`src/hw/rtl/sgcp_pkg.sv`:
```
`timescale 1ns / 1ps
`default_nettype none
// ----------------------------------------------------------------------------
// Serial gain command parser package
// Shared constants, status codes and the line record passed from the front
// part to the back part through the queue.
// ----------------------------------------------------------------------------
package sgcp_pkg;

  localparam int LINE_MAX  = 256;
  localparam int LEN_W     = $clog2(LINE_MAX + 1);
  localparam int WIN_DEPTH = 7;
  localparam int VALUE_W   = 23;
  localparam int PARAM_W   = 3;

  localparam logic [7:0] END_BYTE    = 8'h21;
  localparam logic [7:0] EQUALS_BYTE = 8'h3D;
  localparam logic [7:0] MINUS_BYTE  = 8'h2D;
  localparam logic [7:0] ZERO_BYTE   = 8'd48;

  typedef enum logic [1:0] {
    ST_UPDATE   = 2'd0,
    ST_UNKNOWN  = 2'd1,
    ST_OVERFLOW = 2'd2
  } status_t;

  typedef logic [WIN_DEPTH-1:0][7:0] window_t;

  typedef struct packed {
    status_t             status;
    logic [PARAM_W-1:0]  param_select;
    window_t             window;
    logic [LEN_W-1:0]    count;
  } line_rec_t;

endpackage
`default_nettype wire

```
`src/hw/rtl/sgcp_front.sv`:
```
`timescale 1ns / 1ps
`default_nettype none
// ----------------------------------------------------------------------------
// Serial gain command parser, front part
// Collects one line byte by byte, keeps the number field window and, on the
// end byte, classifies the line and writes one record into the queue.
// ----------------------------------------------------------------------------
module sgcp_front (
  input  wire logic               clk,
  input  wire logic               rst,
  input  wire logic               in_valid,
  input  wire logic [7:0]         in_byte,
  output logic                    in_ready,
  input  wire logic               q_full,
  output logic                    q_push,
  output sgcp_pkg::line_rec_t     q_rec
);

  logic [sgcp_pkg::LEN_W-1:0] line_length;
  logic [7:0]                 command_letter;
  sgcp_pkg::window_t          window;
  logic [sgcp_pkg::LEN_W-1:0] win_count;
  logic                       overflowed;

  logic                       fire;
  logic                       at_limit;
  logic                       ovf_now;
  logic [7:0]                 letter;
  logic                       letter_ok;
  logic [sgcp_pkg::PARAM_W-1:0] letter_code;

  assign in_ready = !q_full;
  assign fire     = in_valid && in_ready;
  assign at_limit = (line_length >= sgcp_pkg::LEN_W'(sgcp_pkg::LINE_MAX));
  assign ovf_now  = overflowed || at_limit;
  assign letter   = (line_length == '0) ? in_byte : command_letter;

  always_comb begin
    letter_ok   = 1'b1;
    letter_code = '0;
    case (letter)
      "P":     letter_code = 3'd0;
      "I":     letter_code = 3'd1;
      "D":     letter_code = 3'd2;
      "T":     letter_code = 3'd3;
      "p":     letter_code = 3'd4;
      "i":     letter_code = 3'd5;
      "d":     letter_code = 3'd6;
      "t":     letter_code = 3'd7;
      default: letter_ok   = 1'b0;
    endcase
  end

  // Before any '=' the window is the line prefix and its count equals the line
  // length; an '=' restarts both, so one window serves either case.
  always_comb begin
    q_push = fire && (in_byte == sgcp_pkg::END_BYTE);
    q_rec  = '{status: sgcp_pkg::ST_UPDATE, param_select: letter_code,
               window: window, count: win_count};
    if (ovf_now) begin
      q_rec.status       = sgcp_pkg::ST_OVERFLOW;
      q_rec.param_select = '0;
    end else if (!letter_ok) begin
      q_rec.status       = sgcp_pkg::ST_UNKNOWN;
      q_rec.param_select = '0;
    end
  end

  always_ff @(posedge clk) begin
    if (rst) begin
      line_length    <= '0;
      command_letter <= '0;
      win_count      <= '0;
      overflowed     <= 1'b0;
    end else if (fire) begin
      if (in_byte == sgcp_pkg::END_BYTE) begin
        line_length    <= '0;
        command_letter <= '0;
        win_count      <= '0;
        overflowed     <= 1'b0;
      end else begin
        if (at_limit) begin
          overflowed <= 1'b1;
        end else begin
          if (line_length == '0) begin
            command_letter <= in_byte;
          end
          line_length <= line_length + 1'b1;
        end
        if (!ovf_now) begin
          if (in_byte == sgcp_pkg::EQUALS_BYTE) begin
            win_count <= '0;
          end else begin
            win_count <= win_count + 1'b1;
          end
        end
      end
    end
  end

  always_ff @(posedge clk) begin
    if (fire && !ovf_now && (in_byte != sgcp_pkg::END_BYTE) &&
        (in_byte != sgcp_pkg::EQUALS_BYTE) &&
        (win_count < sgcp_pkg::LEN_W'(sgcp_pkg::WIN_DEPTH))) begin
      window[win_count[2:0]] <= in_byte;
    end
  end

endmodule
`default_nettype wire

```
`src/hw/rtl/sgcp_queue.sv`:
```
`timescale 1ns / 1ps
`default_nettype none
// ----------------------------------------------------------------------------
// Serial gain command parser, line record queue
// Two-entry queue that lets the front and back parts stall independently.
// ----------------------------------------------------------------------------
module sgcp_queue (
  input  wire logic                clk,
  input  wire logic                rst,
  input  wire logic                push,
  input  wire sgcp_pkg::line_rec_t push_rec,
  output logic                     full,
  input  wire logic                pop,
  output logic                     not_empty,
  output sgcp_pkg::line_rec_t      head_rec
);

  sgcp_pkg::line_rec_t entries [2];
  logic       wr_ptr;
  logic       rd_ptr;
  logic [1:0] fill;

  assign full      = (fill == 2'd2);
  assign not_empty = (fill != 2'd0);
  assign head_rec  = entries[rd_ptr];

  always_ff @(posedge clk) begin
    if (rst) begin
      wr_ptr <= 1'b0;
      rd_ptr <= 1'b0;
      fill   <= '0;
    end else begin
      if (push) begin
        wr_ptr <= !wr_ptr;
      end
      if (pop) begin
        rd_ptr <= !rd_ptr;
      end
      case ({push, pop})
        2'b10:   fill <= fill + 1'b1;
        2'b01:   fill <= fill - 1'b1;
        default: fill <= fill;
      endcase
    end
  end

  always_ff @(posedge clk) begin
    if (push) begin
      entries[wr_ptr] <= push_rec;
    end
  end

endmodule
`default_nettype wire

```
`src/hw/rtl/sgcp_back.sv`:
```
`timescale 1ns / 1ps
`default_nettype none
// ----------------------------------------------------------------------------
// Serial gain command parser, back part
// Decodes the number field of a queued line into hundredths and holds the
// result in the output register until it is taken.
// ----------------------------------------------------------------------------
module sgcp_back (
  input  wire logic                        clk,
  input  wire logic                        rst,
  input  wire logic                        rec_valid,
  input  wire sgcp_pkg::line_rec_t         rec,
  output logic                             rec_pop,
  output logic                             out_valid,
  input  wire logic                        out_ready,
  output logic [sgcp_pkg::PARAM_W-1:0]     param_select,
  output logic [sgcp_pkg::VALUE_W-1:0]     value_hundredths,
  output sgcp_pkg::status_t                status
);

  logic                       neg;
  logic [sgcp_pkg::LEN_W-1:0] len;
  logic [7:0]                 sel [6];
  logic signed [24:0]         dg  [6];
  logic signed [24:0]         mag;
  logic signed [24:0]         signed_val;

  assign rec_pop = rec_valid && (!out_valid || out_ready);

  assign neg = (rec.count != '0) && (rec.window[0] == sgcp_pkg::MINUS_BYTE);
  assign len = rec.count - sgcp_pkg::LEN_W'(neg);

  always_comb begin
    for (int k = 0; k < 6; k++) begin
      sel[k] = neg ? rec.window[k+1] : rec.window[k];
      dg[k]  = $signed({17'd0, sel[k]}) - $signed({17'd0, sgcp_pkg::ZERO_BYTE});
    end
  end

  always_comb begin
    case (len)
      sgcp_pkg::LEN_W'(4): mag = dg[0] * 25'sd100 + dg[2] * 25'sd10 + dg[3];
      sgcp_pkg::LEN_W'(5): mag = dg[0] * 25'sd1000 + dg[1] * 25'sd100 +
                                 dg[3] * 25'sd10 + dg[4];
      sgcp_pkg::LEN_W'(6): mag = dg[0] * 25'sd10000 + dg[1] * 25'sd1000 +
                                 dg[2] * 25'sd100 + dg[4] * 25'sd10 + dg[5];
      default:             mag = '0;
    endcase
    signed_val = neg ? -mag : mag;
  end

  always_ff @(posedge clk) begin
    if (rst) begin
      out_valid <= 1'b0;
    end else if (rec_pop) begin
      out_valid <= 1'b1;
    end else if (out_ready) begin
      out_valid <= 1'b0;
    end
  end

  always_ff @(posedge clk) begin
    if (rec_pop) begin
      param_select <= rec.param_select;
      status       <= rec.status;
      if (rec.status == sgcp_pkg::ST_UPDATE) begin
        value_hundredths <= signed_val[sgcp_pkg::VALUE_W-1:0];
      end else begin
        value_hundredths <= '0;
      end
    end
  end

endmodule
`default_nettype wire

```
`src/hw/rtl/serial_gain_command_parser.sv`:
```
`timescale 1ns / 1ps
`default_nettype none
// ----------------------------------------------------------------------------
// Serial gain command parser
// Parses '!'-terminated gain command lines from a received byte stream and
// emits one result per line: parameter select, value in hundredths, status.
// ----------------------------------------------------------------------------
// Throughput: one byte per cycle, sustained while the output is taken,
// including a '!' in every cycle; s_tready drops when the queue is full.
// A line's record is written into the queue at the '!' transfer and then
// decoded into the output register once that register is free or taken.
// The two-entry queue absorbs short output stalls before input backpressure.
// Reset (rst, synchronous) empties the queue and output and starts a new line.
module serial_gain_command_parser (
  input  wire logic        clk,
  input  wire logic        rst,
  input  wire logic        s_tvalid,
  output logic             s_tready,
  input  wire logic [7:0]  s_tdata,   // [7:0] rx_byte
  output logic             m_tvalid,
  input  wire logic        m_tready,
  output logic [31:0]      m_tdata    // [2:0] param_select, [25:3] value_hundredths,
                                      // [27:26] status, [31:28] zero
);

  logic                            q_full;
  logic                            q_push;
  sgcp_pkg::line_rec_t             q_in_rec;
  logic                            q_pop;
  logic                            q_not_empty;
  sgcp_pkg::line_rec_t             q_head_rec;
  logic [sgcp_pkg::PARAM_W-1:0]    param_select;
  logic [sgcp_pkg::VALUE_W-1:0]    value_hundredths;
  sgcp_pkg::status_t               status;

  sgcp_front u_front (
    .clk      (clk),
    .rst      (rst),
    .in_valid (s_tvalid),
    .in_byte  (s_tdata),
    .in_ready (s_tready),
    .q_full   (q_full),
    .q_push   (q_push),
    .q_rec    (q_in_rec)
  );

  sgcp_queue u_queue (
    .clk       (clk),
    .rst       (rst),
    .push      (q_push),
    .push_rec  (q_in_rec),
    .full      (q_full),
    .pop       (q_pop),
    .not_empty (q_not_empty),
    .head_rec  (q_head_rec)
  );

  sgcp_back u_back (
    .clk              (clk),
    .rst              (rst),
    .rec_valid        (q_not_empty),
    .rec              (q_head_rec),
    .rec_pop          (q_pop),
    .out_valid        (m_tvalid),
    .out_ready        (m_tready),
    .param_select     (param_select),
    .value_hundredths (value_hundredths),
    .status           (status)
  );

  assign m_tdata = {4'b0000, status, value_hundredths, param_select};

endmodule
`default_nettype wire

```
`config.mk`:
```
export PLATFORM = sky130hd
export DESIGN_NAME = serial_gain_command_parser
export DESIGN_NICKNAME = d
export VERILOG_FILES = /design/src/hw/rtl/sgcp_pkg.sv /design/src/hw/rtl/sgcp_front.sv /design/src/hw/rtl/sgcp_queue.sv /design/src/hw/rtl/sgcp_back.sv /design/src/hw/rtl/serial_gain_command_parser.sv
export SDC_FILE = /design/constraint.sdc
export NUM_CORES = 1
export LEC_CHECK = 0
export BUFFER_PORTS_ARGS = -buffer_cell sky130_fd_sc_hd__buf_2
export CAP_MARGIN = 20
export CORE_MARGIN = 8
export CORE_UTILIZATION = 45
export DETAILED_ROUTE_END_ITERATION = 8
export PLACE_DENSITY = 0.74
export SLEW_MARGIN = 25
export SYNTH_ARGS = -nofsm -noshare
export SYNTH_HDL_FRONTEND = slang
export SYNTH_HIERARCHICAL = 1
export SYNTH_SLANG_ARGS = --single-unit
```
`constraint.sdc`:
```
create_clock -name clk -period 11.3 [get_ports clk]
set_input_delay 2.26 -clock clk [delete_from_list [all_inputs] [get_ports clk]]
set_output_delay 2.26 -clock clk [all_outputs]
set_load 0.02 [all_outputs]
```
-- Word level (Yosys, flattened, before mapping)
Memory sizes are Yosys's and may differ from the RTL's. A register that Yosys moved wholly into a read port is not among the register bits.
Cells that the tools add are included.
- register bits: 116
- memory bits (writable): 140
- bits of input ports: 12
- output and inout bits: 34
- word-level logic and storage cells: 133
- memories: 1
- $add $sub $neg: 21
- $mul: 9
- order comparisons: 4
- equality and inequality tests: 21
- mux-type cells: 32
- reductions and logical operators: 27
- memory list (name ; depth ; bits a word ; read ports ; clocked after memory_dff ; write ports ; RTL line ; source):
    u_queue.entries ; 2 ; 70 ; 1 ; 1 ; 1 ; sgcp_queue.sv:18 ; sgcp_pkg::line_rec_t entries [2];
- operators with widths (operator ; count):
    adder 23 bit ; 6
    2-to-1 mux 8 bit ; 10
    adder 23 x 9 -> 23 bit ; 3
    one-hot mux 23 bit (3 select lines) ; 1
    equality test 8 x 7 -> 1 bit, second input constant ; 8
    bitwise mux 56 bit ; 1
    subtractor 8 x 6 -> 9 bit, second input constant ; 6
    multiplier 9 x 6 -> 15 bit, second input constant ; 3
    2-to-1 mux 9 bit ; 5
    multiplier 9 x 4 -> 13 bit, second input constant ; 3
    multiplier 9 x 8 -> 17 bit, second input constant ; 2
    equality test 9 x 3 -> 1 bit, second input constant ; 3
    demux 8 bit (select 3 bit) ; 1
    equality test 8 x 6 -> 1 bit, second input constant ; 3
    2-to-1 mux 23 bit ; 1
    negation 23 bit ; 1
    one-hot mux 3 bit (7 select lines) ; 1
    multiplier 9 x 11 -> 19 bit, second input constant ; 1
    adder 9 x 1 -> 9 bit, second input constant ; 2
    != test 8 x 6 -> 1 bit, second input constant ; 2
    >= comparator 9 bit, second input constant ; 1
    logical AND 1 bit ; 9
    zero test 9 bit ; 1
    < comparator 9 x 3 -> 1 bit, second input constant ; 1
    other kinds (19) ; 39

-- Depth between registers and ports, before layout
- word-level depth: 12
- depth in mapped cells: 49
- mapped depth without buffers: 44

-- Cells and area by module
The synthesis kept the hierarchy.
- modules (own cells, without submodules) (module ; instances ; cells an instance ; area each (um^2) ; sequential area each (um^2)):
    sgcp_back ; 1 ; 1865 ; 16164.3 ; 860.8
    sgcp_queue ; 1 ; 240 ; 5240.0 ; 4304.1
    sgcp_front ; 1 ; 270 ; 3408.3 ; 2222.1
    serial_gain_command_parser ; 1 ; 5 ; 33.8 ; 0.0

-- Worst setup path before layout
Ideal clock, no wire load.
- kind: reg2reg
- from: reg with a tool-made name
- to: reg u_back/value_hundredths[21] in the netlist's numbering (data pin)
- library setup time: 258 ps
- arrival time: 10984 ps
- required time: 11042 ps
- path slack: 58 ps
- cell stages (with the launch flop): 42
- path buffers: 3
- clock period less this slack: 11242 ps
- path through: dfxtp_1 > buf_2 > buf_2 > mux2_2 > nor4_1 > nand3_1 > nand2_1 > buf_1 > mux2i_1 > inv_1 > ha_1 > nor3_1 > o31ai_4 > inv_1 > ha_1 > inv_1 > fa_1 > fa_1 > [6 not listed] > nand2b_1 > xor2_1 > fa_1 > inv_1 > fa_1 > fa_1 > inv_1 > ha_1 > nand2_1 > a2111oi_0 > and3_1 > a2111oi_0 > xnor2_1 > o221ai_1 > nor4_1 > a21oi_1 > xnor2_1 > nor2b_1
- RTL lines (what ; RTL line ; source):
    end signal: assignment ; sgcp_back.sv:67 ; value_hundredths <= signed_val[sgcp_pkg::VALUE_W-1:0];
    end: declaration ; sgcp_back.sv:17 ; output logic [sgcp_pkg::VALUE_W-1:0] value_hundredths,

==> metrics.md <==
| Metric | Value |
|---|---|
| Gate count after technology mapping | ~2,400 |
| Fmax achieved | 0.0920 GHz |
| Core area | around 55,000 um2 |
| RSZ-0062 raised after global routing | no |
| # setup viols final | 0 |
| Crit path kind | reg -> reg |
| Most common cell after layout, fill and taps aside | inv_1 |
| Max Slew Vio Count | 0 |
| Critical Path AT | 11.15 ns |
| Die height | 251 um |
| CTS Sinks | 257 |
| Fin Hold WS | between 0.4 and 0.5 ns |
| Main synth FF type | edfxtp_1 |
| Wirelength per Cell | 19.3 um |
| Final HPWL DP | 49.7 mm |
| Number of DRC markers in iteration 0 | approximately 1,300 |
| Worst setup EP type | register |
| Fraction of registers with async set/reset | 0% |
| IO Count | between 40 and 50 |
| # diodes | 0 |
| Unique masters post-synth | 93 |
| Reg clk slew, reported paths | 0.06 ns |
| Pin count of the biggest net entering global routing | 71 |
| Placer Congestion | 0.963 |
| First-pass GRT wire length | approximately 98 mm |
| Synthesis Warnings | 6 |
| Sequential fraction of the synthesis area | 29.7% |
| Htree depth | 1 |
| Final Critical Period | 10.87 ns |
| Die X | 251 um |
| Syn_area_per_cell | between 10 and 15 um2 |
| Post-CTS Hold Fix Bufs | 0 |
| Row count | 86 |
| Post-Syn Area | 24,800 um2 |
| TritonCTS clock tree | done |
| Worst slew margin | 34.5% |
| Initial antenna violation count | 0 |
| Max clock buf depth | 3 |
| DRC violations left | 0 |
| Area delta synth->final | 8.90% |
| # nets final | 2,980 |
| Cell chosen for the clock root | clkbuf_16 |
| Final WL | 61.3 mm |
| Worst skew pair latency | 0.55 ns |
| Highest cell delay on the worst timing path | 0.59 ns |
| Routed vias/inst | 5.55 |
| Startpoint class of the critical path | register |
| Final Hold Fails | 0 |
| Most frequent cells in the layout | 391 x inv_1, 308 x ha_1, 224 x edfxtp_1 |
| Via Count | 17,600 |
| Pre-Repair DR Iteration Count | 5 |
| Slew @ Worst Pin | ~0.98 ns |
| Die Area | 63,000 um2 |
| Period utilisation layout | 96.2% |
| Global route total overflow | 0 |
| PortBufs | a little over 40 |
| CP bufs+invs | 8 |
| Number of synthesized flops with an enable pin | about 220 |
| Worst path slowest cell | nor4_1 |
| Seq cells post-synth | about 260 |
| CP top delay family | adder cells |
| Hold/Removal Path Class | reg -> reg |
| Worst clock skew | 0.0290 ns |
| Worst-path maximum fanout | 37 |
| Min-delay src | u_front/q_rec[32] |
| Share of post-route cells with drive strength above 1 | 10.8% |
| Max_cap viols | 0 |
| Number of routed nets with antenna violations | 0 |
| Vias in the first global route | 18,200 |
| Status | complete, no violations |
| Inserted Clock Buffers | 25 |
| Starting density of the core | 45.3% |
| Data required time at the worst endpoint | around 12 ns |
| GRT Total Usage | 19.2% |
## layer usage
layer | share of wire, % | GRT usage [%] | up-vias
li1 | - | - | 8343
met1 | 43 | 24.7 | 8710
met2 | 50 | 34.2 | 490
met3 | 4.7 | 2.14 | 84
met4 | 2.3 | 4.69 | 0
met5 | 0 | 0 | -
## synthesized netlist by cell type (9+ instances only)
cell type,instances,area (um2)
mux2i_1,28,280
o211ai_1,20,150
nor3_1,28,140
a211oi_1,18,135
nand2_1,140,526
o32ai_1,9,78.8
a21oi_1,106,531
o21bai_1,11,82.6
nor2_1,109,409
ha_1,309,3870
inv_1,394,1480
fa_1,203,4060
or3_1,9,56.3
nor4_1,11,68.8
nand2b_1,19,119
and3_1,15,93.8
dfxtp_1,33,661
o21ai_0,91,455
nor2b_1,33,206
mux2_2,76,856
xor2_1,62,543
xnor2_1,111,972
a21o_1,36,270
clkbuf_1,25,93.8
nand4_1,13,81.3
edfxtp_1,224,6730
buf_2,12,60.1
a31oi_1,20,125
nand3_1,32,160
or2_2,9,56.3
o21a_1,13,97.6
## cell type report
type | count | area, um2
Fill cell | 4891 | 27800
Multi-Input combinational cell | 1681 | 15900
Sequential cell | 257 | 7390
Inverter | 395 | 1490
Tap cell | 704 | 881
Clock buffer | 33 | 687
Timing Repair Buffer | 96 | 653
Clock inverter | 12 | 80.1
## logic make-up (layout without fill, tap and decap cells)
| kind of cell | Yosys count | in the layout | synth area share (%) |
|---|---|---|---|
| DFF | 257 | 257 | 29.7 |
| AOI/OAI and AO/OA | 418 | 418 | 11.1 |
| other | 2 | 5 | 0.0302 |
| xor gates and xnor gates | 175 | 175 | 6.28 |
| adders and majority gates | 512 | 512 | 31.9 |
| and+or+nand+nor | 467 | 467 | 9.47 |
| buffers and inverters | 445 | 536 | 6.89 |
| muxes | 104 | 104 | 4.57 |
## stage by stage
step | cells | setup TNS [ns] | util, % | cell area [um2] | setup slack (ns)
after global placement | 3126 | 0 | 47.6 | 26100 | 0.0396
after floorplan | 2383 | 0 | - | 24900 | 0.0578
after global routing | 3178 | 0 | 49.3 | 27100 | 0.00903
after detailed placement | 3126 | -0.319 | 47.6 | 26100 | -0.178
after CTS | 3171 | 0 | 49.0 | 26900 | 0.106
final | 3178 | 0 | 49.3 | 27100 | 0.427
## path summary, 6_finish.rpt
kind	to	slack, ns	depth (start not counted)
worst max-delay path	u_back/value_hundredths[20]	0.43	38
worst min-delay path	u_queue/entries[1][32]	0.44	0
worst max register to register	u_back/value_hundredths[20]	0.43	38
worst min register to register	u_queue/entries[1][32]	0.44	0
## state kept, by name, summed over array words and instances, names as in the netlist, named ones only
name	count
u_queue/entries	140
u_front/q_rec	56
u_back/value_hundredths	23
u_front/line_length	9
u_front/win_count	9
u_front/command_letter	8
u_back/param_select	3
u_back/status	2
u_queue/fill	2
u_back/out_valid	1
u_front/overflowed	1
u_queue/rd_ptr	1
u_queue/wr_ptr	1
## what timing repair did
| item | CTS | global route |
|---|---|---|
| buffers inserted | 0 | 6 |
| pin swaps | 0 | 2 |
| endpoints found under the setup margin | 2 | 5 |
| resized for setup | 6 | 21 |
Power is left out: the tool's default activity adds up to more than one toggle a clock period on the data nets, which glitch-free logic cannot reach.
